===== config.mk =====
export PLATFORM = sky130hd
export DESIGN_NAME = css_fifo
export DESIGN_NICKNAME = d
export VERILOG_FILES = /design/src/design/css_pkg.sv /design/src/design/css_fifo.sv
export SDC_FILE = /design/constraint.sdc
export NUM_CORES = 1
export LEC_CHECK = 0
export ABC_AREA = 1
export ABC_CLOCK_PERIOD_IN_PS = 8900
export BUFFER_PORTS_ARGS = -buffer_cell sky130_fd_sc_hd__buf_2
export CAP_MARGIN = 20
export CORE_MARGIN = 2
export CORE_UTILIZATION = 45
export CTS_BUF_LIST = sky130_fd_sc_hd__clkbuf_16
export CTS_CLUSTER_DIAMETER = 100
export DETAILED_ROUTE_END_ITERATION = 8
export GPL_TIMING_DRIVEN = 0
export MAX_ROUTING_LAYER = met4
export PLACE_DENSITY = 0.72
export SLEW_MARGIN = 10
export SYNTH_ARGS = -nofsm -noshare
export SYNTH_HDL_FRONTEND = slang
export SYNTH_SLANG_ARGS = --single-unit

===== constraint.sdc =====
create_clock -name clk_i -period 8.9 [get_ports clk_i]
set_clock_uncertainty 0.15 [all_clocks]
set_input_delay 1.335 -clock clk_i [delete_from_list [all_inputs] [get_ports clk_i]]
set_output_delay 1.335 -clock clk_i [all_outputs]
set_load 0.01 [all_outputs]

===== src/design/css_pkg.sv =====
package css_pkg;

  localparam int unsigned WEIGHT_W = 16;
  localparam int unsigned DOT_W    = 48;
  localparam int unsigned NORM_W   = 47;
  localparam int unsigned PROD_W   = 32;
  localparam int unsigned SIM_W    = 17;
  localparam int unsigned MAG_W    = 16;

  // One finished vector pair handed from the front to the back.
  typedef struct packed {
    logic [DOT_W-1:0]  dot;
    logic [NORM_W-1:0] norm_a;
    logic [NORM_W-1:0] norm_b;
  } job_t;

endpackage


===== src/design/css_fifo.sv =====
module css_fifo (
  input  logic          clk_i,
  input  logic          rst_ni,
  input  logic          push_i,
  input  css_pkg::job_t data_i,
  output logic          full_o,
  input  logic          pop_i,
  output css_pkg::job_t data_o,
  output logic          empty_o
);
  import css_pkg::*;

  localparam int unsigned Depth = 2;
  localparam int unsigned PtrW  = $clog2(Depth);

  job_t            mem_q [Depth];
  logic [PtrW-1:0] wr_ptr_q, rd_ptr_q;
  logic [PtrW:0]   count_q;

  assign full_o  = count_q == (PtrW+1)'(Depth);
  assign empty_o = count_q == '0;
  assign data_o  = mem_q[rd_ptr_q];

  always_ff @(posedge clk_i) begin
    if (push_i) begin
      mem_q[wr_ptr_q] <= data_i;
    end
  end

  always_ff @(posedge clk_i or negedge rst_ni) begin
    if (!rst_ni) begin
      wr_ptr_q <= '0;
      rd_ptr_q <= '0;
      count_q  <= '0;
    end else begin
      if (push_i) begin
        wr_ptr_q <= wr_ptr_q + 1'b1;
      end
      if (pop_i) begin
        rd_ptr_q <= rd_ptr_q + 1'b1;
      end
      if (push_i && !pop_i) begin
        count_q <= count_q + 1'b1;
      end else if (pop_i && !push_i) begin
        count_q <= count_q - 1'b1;
      end
    end
  end

  a_no_overflow: assert property (@(posedge clk_i) disable iff (!rst_ni)
    push_i |-> !full_o)
    else $error("queue overflow");
  a_no_underflow: assert property (@(posedge clk_i) disable iff (!rst_ni)
    pop_i |-> !empty_o)
    else $error("queue underflow");
  a_count_range: assert property (@(posedge clk_i) disable iff (!rst_ni)
    count_q <= (PtrW+1)'(Depth))
    else $error("queue count out of range");

endmodule


======== Word level (Yosys, flattened, before mapping) ========
Memories as Yosys holds them, arrays and structs flattened.
Index checks and enable logic that the tools add are counted.
storage, ports and cells
  bits of input ports ..................... 146
  memories ................................ 1
  bits in registers ....................... 4
  RAM bits ................................ 284
operators by class
  $add $sub $neg .......................... 4
  muxes and demuxes ....................... 4
  equal/unequal tests ..................... 1
  reduce and logical (&&, ||, !) cells .... 6
memories
  name   words  width  rd ports  clocked after memory_dff  write ports  line            source
  mem_q  2      142    1         0                         1            css_fifo.sv:16  job_t mem_q [Depth];
operators by type and width
  kind                                                                 number
  2-bit two-way mux                                                    2
  1-bit adder (second input constant)                                  2
  2-bit by 1-bit adder with 2-bit output (second input constant)       1
  2-bit equality test (second input constant)                          1
  1-bit logical AND                                                    2
  1-bit zero test                                                      2
  2-bit zero test                                                      1
  1-bit two-way mux                                                    2
  2-bit nonzero test                                                   1
  2-bit by 1-bit subtractor with 2-bit output (second input constant)  1

======== Depth between registers and ports, before layout ========
  depth in word-level cells ............... 4
  gate-level depth with buffers ........... 7
  depth with buffers taken out ............ 7

======== Least setup slack after synthesis ========
No wires, ideal clock.
  path type ............................... input to register
  start ................................... input port push_i
  end ..................................... memory mem_q[0][0] in the netlist's numbering (enable)
  arrival ................................. 7.313 ns
  library setup time ...................... 0.649 ns
  path slack .............................. 0.788 ns
  cell stages on the path ................. 2
  cells stage by stage .................... inv_1 > nor2_1
between the ends
  word-level cells in the longest chain between the ends .. 2
RTL lines
  item                                     line            source
  start: declaration                       css_fifo.sv:4   input logic push_i,
  1-bit two-way mux                        css_fifo.sv:25  if (push_i) begin
  1-bit two-way mux (not written as such)  css_fifo.sv:26  mem_q[wr_ptr_q] <= data_i;
  end: declaration                         css_fifo.sv:16
Every way passes these cells.

==> results.yml <==
outcome:
  status: "completed"
sta:
  slew_viol_final: 0
  fin_crit_ns: 3.37
  period_share: 0.378
  tightestPinTransition_ns: 0.630
  fin_ws_ns: 5.53
  setup-tns-final_ns: 0
  slew_headroom: 0.579
  finalHoldViolCount: 0
  rsz0062_at_grt: "false"
  finalSetupViolCount: 0
  fmax_mhz: 297
detailed_routing:
  routedWlPerCell_um: 17.4
  dr_wl_met2_um: 9690
  postRouteAntennaNets: 0
  vias: 5404
  vias_per_cell: 4.72
  drt_iter0_markers: 244
  finalWirelength_um: 19900
  wl_met3_um: 1930
  top_layer: "met4"
  drtPass1Iterations: 4
  met1Wirelength_um: 7700
  route.detailed.drc: 0
setup_path:
  cp-start-kind: "flip-flop"
  critPathRequiredTime_ns: 7.41
  slowest_stage: "dfrtp_1"
  arrival_ns: 1.88
  critical_path_class: "flip-flop to output port"
  path_cells: "buf_6, buf_6, buf_6, mux2_4, buf_2"
  crit_buf_inv: 4
  cp_slowest_stage_delay_ns: 0.34
  crit_family: "buffers and inverters"
  critPathCaptureType: "output port"
  cp_common_cell: "buf_6"
  r2r_slack_ns: 6.80
  critPathMaxFanout: 10
run:
  max_cap_viol_count: 0
floorplanning:
  core_mm2: 0.0235
  die_area_mm2: 0.0251
  die_w_um: 158
  die_y_um: 158
  core.rowCount: 56
  io_pins: 290
  initial_utilization: 0.457
clocking:
  cts_buffer_depth: 3
  cts_root_buffer: "clkbuf_16"
  ctsHoldBuffers: 0
  cts.sinks: 288
  numCtsBuffers: 30
  clkLatencyLatePin_ns: 0.53
  htree_levels: 1
  ctsResizeCount: 0
  clk_pin_slew_ns: 0.06
  cts_setup_buffers: 0
  cts_tree: "built"
grt:
  grt_overflow: 0
  grt_pass1_vias: 5539
  grt_usage: 0.156
  grt_max_degree: 82
  grt_antenna_before_repair: 6
  grt_pass1_wl_um: 29100
placement:
  dp_slack_ns: 5.69
  gp_congestion: 0.725
  port_buffers: 289
  dp_hpwl_um: 13700
synth:
  synth_top_area_cell: "edfxtp_1"
  avgSynthCellArea_um2: 23.0
  ys_types: 14
  ys_warn_count: 0
  synth-seq-cells: 288
  synth_top_area_share: 0.795
  syn_inst: 467
  ys_seq_area_frac: 0.804
  synthTopCellsByArea: "edfxtp_1 79%, mux2_4 9.8%, mux2_2 7.6%"
  synth.net_count: 614
  synth_area_mm2: 0.0107
layout:
  syn_to_final_growth_pct: 27.9
  fillCellCount: 1777
  drive_gt1_frac: 0.615
  nets: 942
  post-route-util: 0.585
power_and_ir_drop:
  p_per_area_mw_per_mm2: 319
  p_leak_nw: 5.41
  ir_worst_vdd_v: 0.000256
hold_path:
  hold_class: "flip-flop to flip-flop"
==> flip-flops by register name, summed over array words and instances, names as in the netlist <==
name,flops
wr_ptr_q,1
count_q,2
mem_q,284
rd_ptr_q,1
==> where the power goes <==
group	leakage [nW]	switching, mW	internal, mW
clock network	0.472	0.490	0.672
registers	2.71	0.0584	1.80
logic	2.23	0.693	0.674
total	5.41	1.24	3.14
==> cells in the final DEF (no fill, tap or decap) <==
| master | count |
|---|---|
| buf_2 | 296 |
| edfxtp_1 | 284 |
| mux2_2 | 72 |
| mux2_4 | 70 |
| clkbuf_16 | 30 |
| inv_1 | 10 |
| clkinv_2 | 10 |
| buf_6 | 9 |
| diode_2 | 6 |
| nand2_1 | 5 |
| clkinvlp_4 | 5 |
| clkinv_1 | 4 |
| dfrtp_1 | 4 |
| buf_16 | 4 |
| buf_12 | 3 |
| nor2_1 | 2 |
| xor2_1 | 2 |
| bufinv_16 | 2 |
| inv_8 | 1 |
| nor2_4 | 1 |
| xnor2_1 | 1 |
| nand3_1 | 1 |
| nand4_1 | 1 |
| ha_1 | 1 |
| clkinv_8 | 1 |
==> Yosys cell counts <==
library cell,instances
mux2_2,72
nand4_1,1
nand3_1,1
nor2_1,3
dfrtp_1,4
nand2_1,5
ha_1,1
xor2_1,2
inv_1,7
buf_6,9
buf_2,7
edfxtp_1,284
mux2_4,70
xnor2_1,1
==> per-stage QoR <==
stage               instances  power (mW)  instance area, um^2  hold slack [ns]
floorplan                 467        2.79                10700            0.313
global placement         1075        3.29                12600            0.327
detailed placement       1082        3.28                12800            0.342
CTS                      1138        4.45                13700            0.361
global route             1144        4.60                13700            0.396
finish                   1144        4.38                13700            0.357
==> final cells by class <==
class	count	area [um^2]	share of cell area
antenna	6	15.0	0.00109
buffer	16	136	0.00994
clock buffer	30	751	0.0547
clock inverter	26	194	0.0141
inverter	7	33.8	0.00246
multi-input combinational	156	1950	0.142
sequential	288	8630	0.629
tap	319	399	0.0291
timing repair buffer	296	1620	0.118
==> final timing paths <==
check	startpoint	to	cells after the start
setup / recovery	rd_ptr_q	data_o[74]	5
hold / removal	count_q[1]	count_q[1]	2
setup reg to reg	wr_ptr_q	mem_q[0][69]	4
hold reg to reg	count_q[1]	count_q[1]	2
max in group asynchronous	rst_ni	wr_ptr_q	1
min in group asynchronous	rst_ni	rd_ptr_q	1
==> tightest hold or removal path, stage by stage, from the launching register on <==
cell and delay [ns]:
dfrtp_1 0.37, nand2_1 0.06, nand2_1 0.04
==> kinds of logic after synthesis <==
group | after synthesis | synth area share
flops | 288 | 0.804
mux | 142 | 0.173
buf+inv | 23 | 0.0152
simple gates | 10 | 0.00385
xor+xnor | 3 | 0.00245
fa+ha+maj | 1 | 0.00117
==> routing by layer <==
layer,up-vias,track usage
met2,235,0.257
met1,2611,0.177
met4,0,0.0583
li1,2519,-
met3,39,0.0550
met5,-,-
(Power assumes the default switching activity.)
