===== config.mk =====
export PLATFORM = sky130hd
export DESIGN_NAME = css_front
export DESIGN_NICKNAME = d
export VERILOG_FILES = /design/src/design/css_pkg.sv /design/src/design/css_front.sv
export SDC_FILE = /design/constraint.sdc
export NUM_CORES = 2
export LEC_CHECK = 0
export ABC_AREA = 1
export BUFFER_PORTS_ARGS = -buffer_cell sky130_fd_sc_hd__clkbuf_2
export CAP_MARGIN = 20
export CORE_ASPECT_RATIO = 0.9
export CORE_MARGIN = 5
export CORE_UTILIZATION = 46
export CTS_BUF_LIST = sky130_fd_sc_hd__clkbuf_8
export CTS_CLUSTER_SIZE = 10
export DETAILED_ROUTE_END_ITERATION = 10
export GPL_ROUTABILITY_DRIVEN = 0
export GPL_TIMING_DRIVEN = 0
export PLACE_DENSITY = 0.62
export SLEW_MARGIN = 15
export SYNTH_ARGS = -nofsm -noshare
export SYNTH_HDL_FRONTEND = slang
export SYNTH_SLANG_ARGS = --single-unit

===== constraint.sdc =====
create_clock -name clk_i -period 6.44 [get_ports clk_i]
set_input_delay 0 -clock clk_i [delete_from_list [all_inputs] [get_ports clk_i]]
set_output_delay 0 -clock clk_i [all_outputs]
set_load 0.01 [all_outputs]

===== src/design/css_pkg.sv =====
package css_pkg;

  localparam int unsigned WEIGHT_W = 16;
  localparam int unsigned DOT_W    = 48;
  localparam int unsigned NORM_W   = 47;
  localparam int unsigned PROD_W   = 32;
  localparam int unsigned SIM_W    = 17;
  localparam int unsigned MAG_W    = 16;

  // One finished vector pair handed from the front to the back.
  typedef struct packed {
    logic [DOT_W-1:0]  dot;
    logic [NORM_W-1:0] norm_a;
    logic [NORM_W-1:0] norm_b;
  } job_t;

endpackage


===== src/design/css_front.sv =====
module css_front (
  input  logic                                clk_i,
  input  logic                                rst_ni,
  input  logic                                in_valid_i,
  output logic                                in_ready_o,
  input  logic signed [css_pkg::WEIGHT_W-1:0] weight_a_i,
  input  logic signed [css_pkg::WEIGHT_W-1:0] weight_b_i,
  input  logic                                last_element_i,
  output logic                                push_o,
  output css_pkg::job_t                       job_o,
  input  logic                                full_i
);
  import css_pkg::*;

  logic                     s1_valid_q, s1_last_q;
  logic signed [PROD_W-1:0] prod_ab_q;
  logic signed [PROD_W-1:0] sq_a_q, sq_b_q;
  logic signed [PROD_W-1:0] prod_ab, sq_a, sq_b;
  logic                     counted, advance, take;
  logic [DOT_W-1:0]         dot_q, dot_d;
  logic [NORM_W-1:0]        norm_a_q, norm_a_d, norm_b_q, norm_b_d;

  assign counted = (weight_a_i != '0) && (weight_b_i != '0);
  assign prod_ab = weight_a_i * weight_b_i;
  assign sq_a    = weight_a_i * weight_a_i;
  assign sq_b    = weight_b_i * weight_b_i;

  // A last beat waits in stage one until the queue has room.
  assign advance    = s1_valid_q && (!s1_last_q || !full_i);
  assign in_ready_o = !s1_valid_q || advance;
  assign take       = in_valid_i && in_ready_o;

  assign dot_d    = dot_q + {{(DOT_W-PROD_W){prod_ab_q[PROD_W-1]}}, prod_ab_q};
  assign norm_a_d = norm_a_q + {{(NORM_W-PROD_W){1'b0}}, sq_a_q};
  assign norm_b_d = norm_b_q + {{(NORM_W-PROD_W){1'b0}}, sq_b_q};

  assign push_o       = advance && s1_last_q;
  assign job_o.dot    = dot_d;
  assign job_o.norm_a = norm_a_d;
  assign job_o.norm_b = norm_b_d;

  always_ff @(posedge clk_i or negedge rst_ni) begin
    if (!rst_ni) begin
      s1_valid_q <= 1'b0;
      s1_last_q  <= 1'b0;
      prod_ab_q  <= '0;
      sq_a_q     <= '0;
      sq_b_q     <= '0;
      dot_q      <= '0;
      norm_a_q   <= '0;
      norm_b_q   <= '0;
    end else begin
      if (advance) begin
        if (s1_last_q) begin
          dot_q    <= '0;
          norm_a_q <= '0;
          norm_b_q <= '0;
        end else begin
          dot_q    <= dot_d;
          norm_a_q <= norm_a_d;
          norm_b_q <= norm_b_d;
        end
      end
      if (take) begin
        s1_valid_q <= 1'b1;
        s1_last_q  <= last_element_i;
        // Drop pairs with a zero element.
        prod_ab_q  <= counted ? prod_ab : '0;
        sq_a_q     <= counted ? sq_a : '0;
        sq_b_q     <= counted ? sq_b : '0;
      end else if (advance) begin
        s1_valid_q <= 1'b0;
      end
    end
  end

  a_hold_stalled: assert property (@(posedge clk_i) disable iff (!rst_ni)
    (s1_valid_q && !advance) |=> (s1_valid_q && $stable(prod_ab_q) && $stable(s1_last_q)))
    else $error("stage one lost a stalled beat");
  a_no_push_full: assert property (@(posedge clk_i) disable iff (!rst_ni)
    push_o |-> !full_i)
    else $error("push into a full queue");
  a_clear_after_last: assert property (@(posedge clk_i) disable iff (!rst_ni)
    push_o |=> (dot_q == '0 && norm_a_q == '0 && norm_b_q == '0))
    else $error("sums not cleared after last beat");

endmodule


**Word level (Yosys, flattened, before mapping)**

Index checks and enable logic that the tools add are counted.

- Word-level logic and storage cells: 34
- Bits in registers: 240
- Bits of input ports: 37
- Output and inout port bits: 144

- Reduce and logical (&&, ||, !) cells: 12
- Multiplexer cells: 8
- Add/subtract/negate cells: 3
- Multiply operators: 3

Operators with widths:

| cell | count |
|---|---|
| multiplier 16 x 16 -> 32 bit | 3 |
| 2-to-1 mux 32 bit | 3 |
| adder 47 x 32 -> 47 bit | 2 |
| 2-to-1 mux 47 bit | 2 |
| adder 48 bit | 1 |
| 2-to-1 mux 48 bit | 1 |
| nonzero test 16 bit | 2 |
| logical AND 1 bit | 4 |
| logical NOT 1 bit | 3 |
| logical OR 1 bit | 2 |
| 2-to-1 mux 1 bit | 2 |
| nonzero test 2 bit | 1 |

**Depth between registers and ports, before layout**

- Word-level depth: 6
- Gate-level depth with buffers: 28
- Mapped depth without buffers: 26

**Worst setup path before layout**

Ideal clock, no wire load.

- Path kind: input port to flip-flop
- Start point: input weight_a_i[15] (netlist bit)
- End point: register prod_ab_q[31]
- Path buffers: 2
- Stages on the path: 22
- Arrival time: 5367 ps
- Data required time: 6322 ps
- Setup time: 118 ps
- Path slack: 955 ps
- Path through: clkbuf_1 > buf_1 > nand2_1 > inv_1 > fa_1 > fa_1 > fa_1 > fa_1 > fa_1 > inv_1 > fa_1 > inv_1 > ha_1 > a21oi_1 > a21boi_0 > nand2_1 > nand2_1 > nand3_1 > nor2_1 > nand2_1 > nand3_1 > nand2_1

- Cells in the longest elaborated chain, start to end: 3
- Elaborated cells on any way between the ends: 4
- Classes of those cells: mul: 1; mux: 1; reduce/logical: 2

RTL lines:

| what | line | RTL |
|---|---|---|
| start, declared | css_front.sv:6 | `input logic signed [css_pkg::WEIGHT_W-1:0] weight_a_i,` |
| branches (longest 2 deep; another with multiplier 16 x 16 -> 32 bit) | n/a |  |
| 2-to-1 mux 32 bit (*) | css_front.sv:68 | `prod_ab_q <= counted ? prod_ab : '0;` |
| end signal, assigned | css_front.sv:68 |  |
| end, declared | css_front.sv:16 | `logic signed [PROD_W-1:0] prod_ab_q;` |

Every way passes the cells marked *.
A chain may end at the register's enable or synchronous reset.

**Final worst setup path**

- Start point: input weight_a_i[5] (netlist bit)
- End point: register sq_a_q[24]

- Cells in the longest elaborated chain, start to end: 3
- Elaborated cells on any way between the ends: 4
- Classes of those cells: mul: 1; mux: 1; reduce/logical: 2

RTL lines:

| what | line | RTL |
|---|---|---|
| branches (longest 2 deep; another with multiplier 16 x 16 -> 32 bit) | n/a |  |
| 2-to-1 mux 32 bit (*) | css_front.sv:69 | `sq_a_q <= counted ? sq_a : '0;` |
| end signal, assigned | css_front.sv:69 |  |
| end, declared | css_front.sv:17 | `logic signed [PROD_W-1:0] sq_a_q, sq_b_q;` |

Marked as above.

==> impl_metrics.py <==
metrics = {
    "status": {
        "run_status": "completed",
    },
    "critical_path": {
        "cp-end-kind": "register",
        "slowest_delay_ns": 0.80,
        "startpoint_type": "input pin",
        "crit_required_ns": 6.95,
        "cp.arrival_ns": 6.73,
        "critical-path-top-delay-family": "adder cells",
        "cp_slowest_cell": "fa_1",
        "cp_common_cell": "fa_1",
        "path_cells": "clkbuf_1, buf_2, nand2_1, fa_1, inv_1, fa_1, fa_1, fa_1, fa_1, inv_1, fa_1, inv_1, ha_1, nand2_1, inv_1, nand3_1, nor3_1, nand4_1, nand3_1, nand2_1, nand3_2, nand2_1",
        "path_buf_inv": 6,
        "crit_type": "in -> reg",
        "cp_max_fo": 10,
    },
    "global_routing": {
        "use_met1_pct": 38.1,
        "grt_usage_pct": 28.2,
        "grt_pass1_wl_mm": 258,
        "met3_usage_pct": 4.85,
        "first_global_vias": 46000,
        "overflow": 0,
        "antenna_found_initial": 3,
        "use_met2_pct": 45.6,
        "busiest_layer": "met2",
        "grt_max_degree": 88,
    },
    "floorplanning": {
        "die_area_sq_um": 117000,
        "fp-row-count": 115,
        "dieWidth_um": 359,
        "die_h_um": 324,
        "start_util_pct": 46.3,
        "ios": 181,
        "core_sq_um": 109000,
    },
    "yosys": {
        "syn_inst": 7328,
        "synth_area_leaders": "fa_1, nand2_1, inv_1, dfrtp_1, ha_1",
        "synth-edff-count": 0,
        "yosys.cell_count.top_type": "nand2_1",
        "yosysSeqAreaShare_pct": 11.8,
        "synth_nets": 8471,
        "synth_ff_type": "dfrtp_1",
        "ys_seq_elements": 238,
        "synthesis.area_sq_um": 50500,
        "synth_commonest_cells": "nand2_1, inv_1, fa_1, nor2_1, ha_1",
        "yosys_warnings": 0,
        "ys_types": 41,
        "ys_async_sr_fraction_pct": 100,
        "synth.avg_cell_area_sq_um": 6.90,
        "synth_top_area_share_pct": 29.0,
        "yosys.area.top_type": "fa_1",
    },
    "clock_network": {
        "cts.path.max_buffers": 3,
        "cts_tree": "yes",
        "cts_buffers": 44,
        "post_cts_buffers": 0,
        "insertion_delay_ns": 0.63,
        "cts-root-buf": "clkbuf_8",
        "cts_sinks": 238,
        "cts.clk_slew.worst_paths_ns": 0.06,
        "h-tree-depth": 2,
    },
    "timing": {
        "relSlewSlack_pct": 20.6,
        "setup_viol_count_final": 0,
        "fin_crit_sh_pct": 96.6,
        "min_period_ns": 6.22,
        "tns_ns": 0,
        "max_freq_mhz": 161,
        "worst_slew_pin_slew_ns": 1.19,
        "rsz0062_at_grt": "false",
        "finalWorstSetupSlack_ns": 0.221,
        "finClkSkew_ns": 0.0341,
        "drv_slew": 0,
        "hold_viol": 0,
    },
    "place": {
        "place_hpwl_mm": 140,
        "port_buffers": 168,
        "post-place-ws_ns": -0.698,
        "placed_cell_area_sq_um": 53300,
    },
    "route": {
        "totalWireLength_mm": 164,
        "postRouteAntennaNets": 0,
        "firstDrtPassIters": 8,
        "via_per_inst": 5.05,
        "vias": 45700,
        "drt_iter0_markers": 3873,
        "drc_errors": 0,
        "wl_per_cell_um": 18.2,
    },
    "final_layout": {
        "fin_area_sq_um": 54400,
        "syn_to_final_growth_pct": 7.75,
        "final_nets": 8693,
        "fillers": 11200,
        "final_layout_size_suffix_gt1_share_pct": 5.55,
    },
    "flow_run": {
        "drv_cap": 0,
    },
    "hold_path": {
        "min_path_type": "in -> reg",
    },
}
[sequential cells by signal (all words and copies together) (netlist names)]
register    cells
norm_a_q       47
prod_ab_q      32
sq_b_q         31
sq_a_q         31
s1_valid_q      1
s1_last_q       1
norm_b_q       47
dot_q          48
[stage by stage]
step / hold WS [ns] / utilization [%] / cells
final: 0.232 / 49.9 / 9048
after global routing: 0.183 / 49.8 / 9045
after CTS: 0.152 / 49.9 / 9048
after detailed placement: -0.176 / 48.8 / 8961
after global placement: 0.317 / 48.7 / 8958
after floorplan: -0.296 / - / 7328
[cells by family after synthesis]
logic type	after synthesis	synth area share, %
adders and majority gates	1106	38.2
xor gates and xnor gates	112	2.06
AOI/OAI and AO/OA	348	3.92
and+or+nand+nor	3445	28.4
buffers and inverters	2079	15.6
DFF	238	11.8
[layer usage]
layer | vias to the layer above | share of wire, %
li1 | 21900 | -
met1 | 21700 | 42
met2 | 1782 | 45
met5 | - | 0.011
met3 | 338 | 8.6
met4 | 2 | 4.5
[cell type report]
class,instances,area [sq um],area share (%)
Buffer,168,717,1.32
Inverter,1907,7160,13.1
Multi-Input combinational cell,5011,36700,67.4
Tap cell,1462,1830,3.36
Clock buffer,51,702,1.29
Timing Repair Buffer,180,1020,1.88
Antenna cell,4,10.0,0.0184
Sequential cell,238,5960,10.9
Clock inverter,27,360,0.662
[worst reg2reg max path, stage by stage (launching register included)]
cell and delay (ns):
dfrtp_1 0.53, nand3_1 0.23, nand2_1 0.72, inv_1 0.29
nand3_2 0.46, clkbuf_1 0.45, o21ai_0 0.16
[timing repair]
item | in CTS | in global routing
pin swaps | 0 | 0
endpoints found under the setup margin | 1 | 19
resized for setup | 1 | 11
hold endpoints to repair | 182 | 0
hold buffers | 9 | 0
[cell usage in the layout (no fill, tap or decap), types with 4 or more instances in the layout]
master         instances
a21o_1                12
a21oi_1              155
a22o_1                27
and2_1                72
and3_1                 4
buf_1                  8
buf_2                 21
buf_6                  7
bufinv_16              9
clkbuf_1             126
clkbuf_2             173
clkbuf_8              52
clkinv_2               7
dfrtp_1              238
diode_2                4
dlygate4sd3_1          9
fa_1                 731
ha_1                 375
inv_1               1898
inv_2                 14
nand2_1             2402
nand2_2               27
nand3_1              310
nand3_2               24
nand3b_1              32
nand4_1               76
nor2_1               378
nor2_2                40
nor3_1                39
nor3_2                11
nor4_1                 6
o21a_1                 4
o21ai_0               82
o21ai_1               30
o21bai_1              31
or2_2                 16
xnor2_1               26
xor2_1                78
xor2_2                 8
[worst paths after layout]
path	cells past startpoint	slack, ns	startpoint	endpoint
max	22	0.22	weight_a_i[5]	sq_a_q[24]$_DFFE_PN0P_
min	3	0.23	weight_a_i[0]	sq_a_q[0]$_DFFE_PN0P_
max reg2reg	6	3.47	s1_last_q$_DFFE_PN0P_	prod_ab_q[7]$_DFFE_PN0P_
min reg2reg	2	0.48	norm_a_q[28]$_DFFE_PN0P_	norm_a_q[28]$_DFFE_PN0P_
max in group asynchronous	6	4.75	rst_ni	norm_a_q[26]$_DFFE_PN0P_
min in group asynchronous	4	0.52	rst_ni	sq_b_q[25]$_DFFE_PN0P_
Power is left out: the tool's default activity adds up to more than one toggle a clock period on the data nets, which glitch-free logic cannot reach.
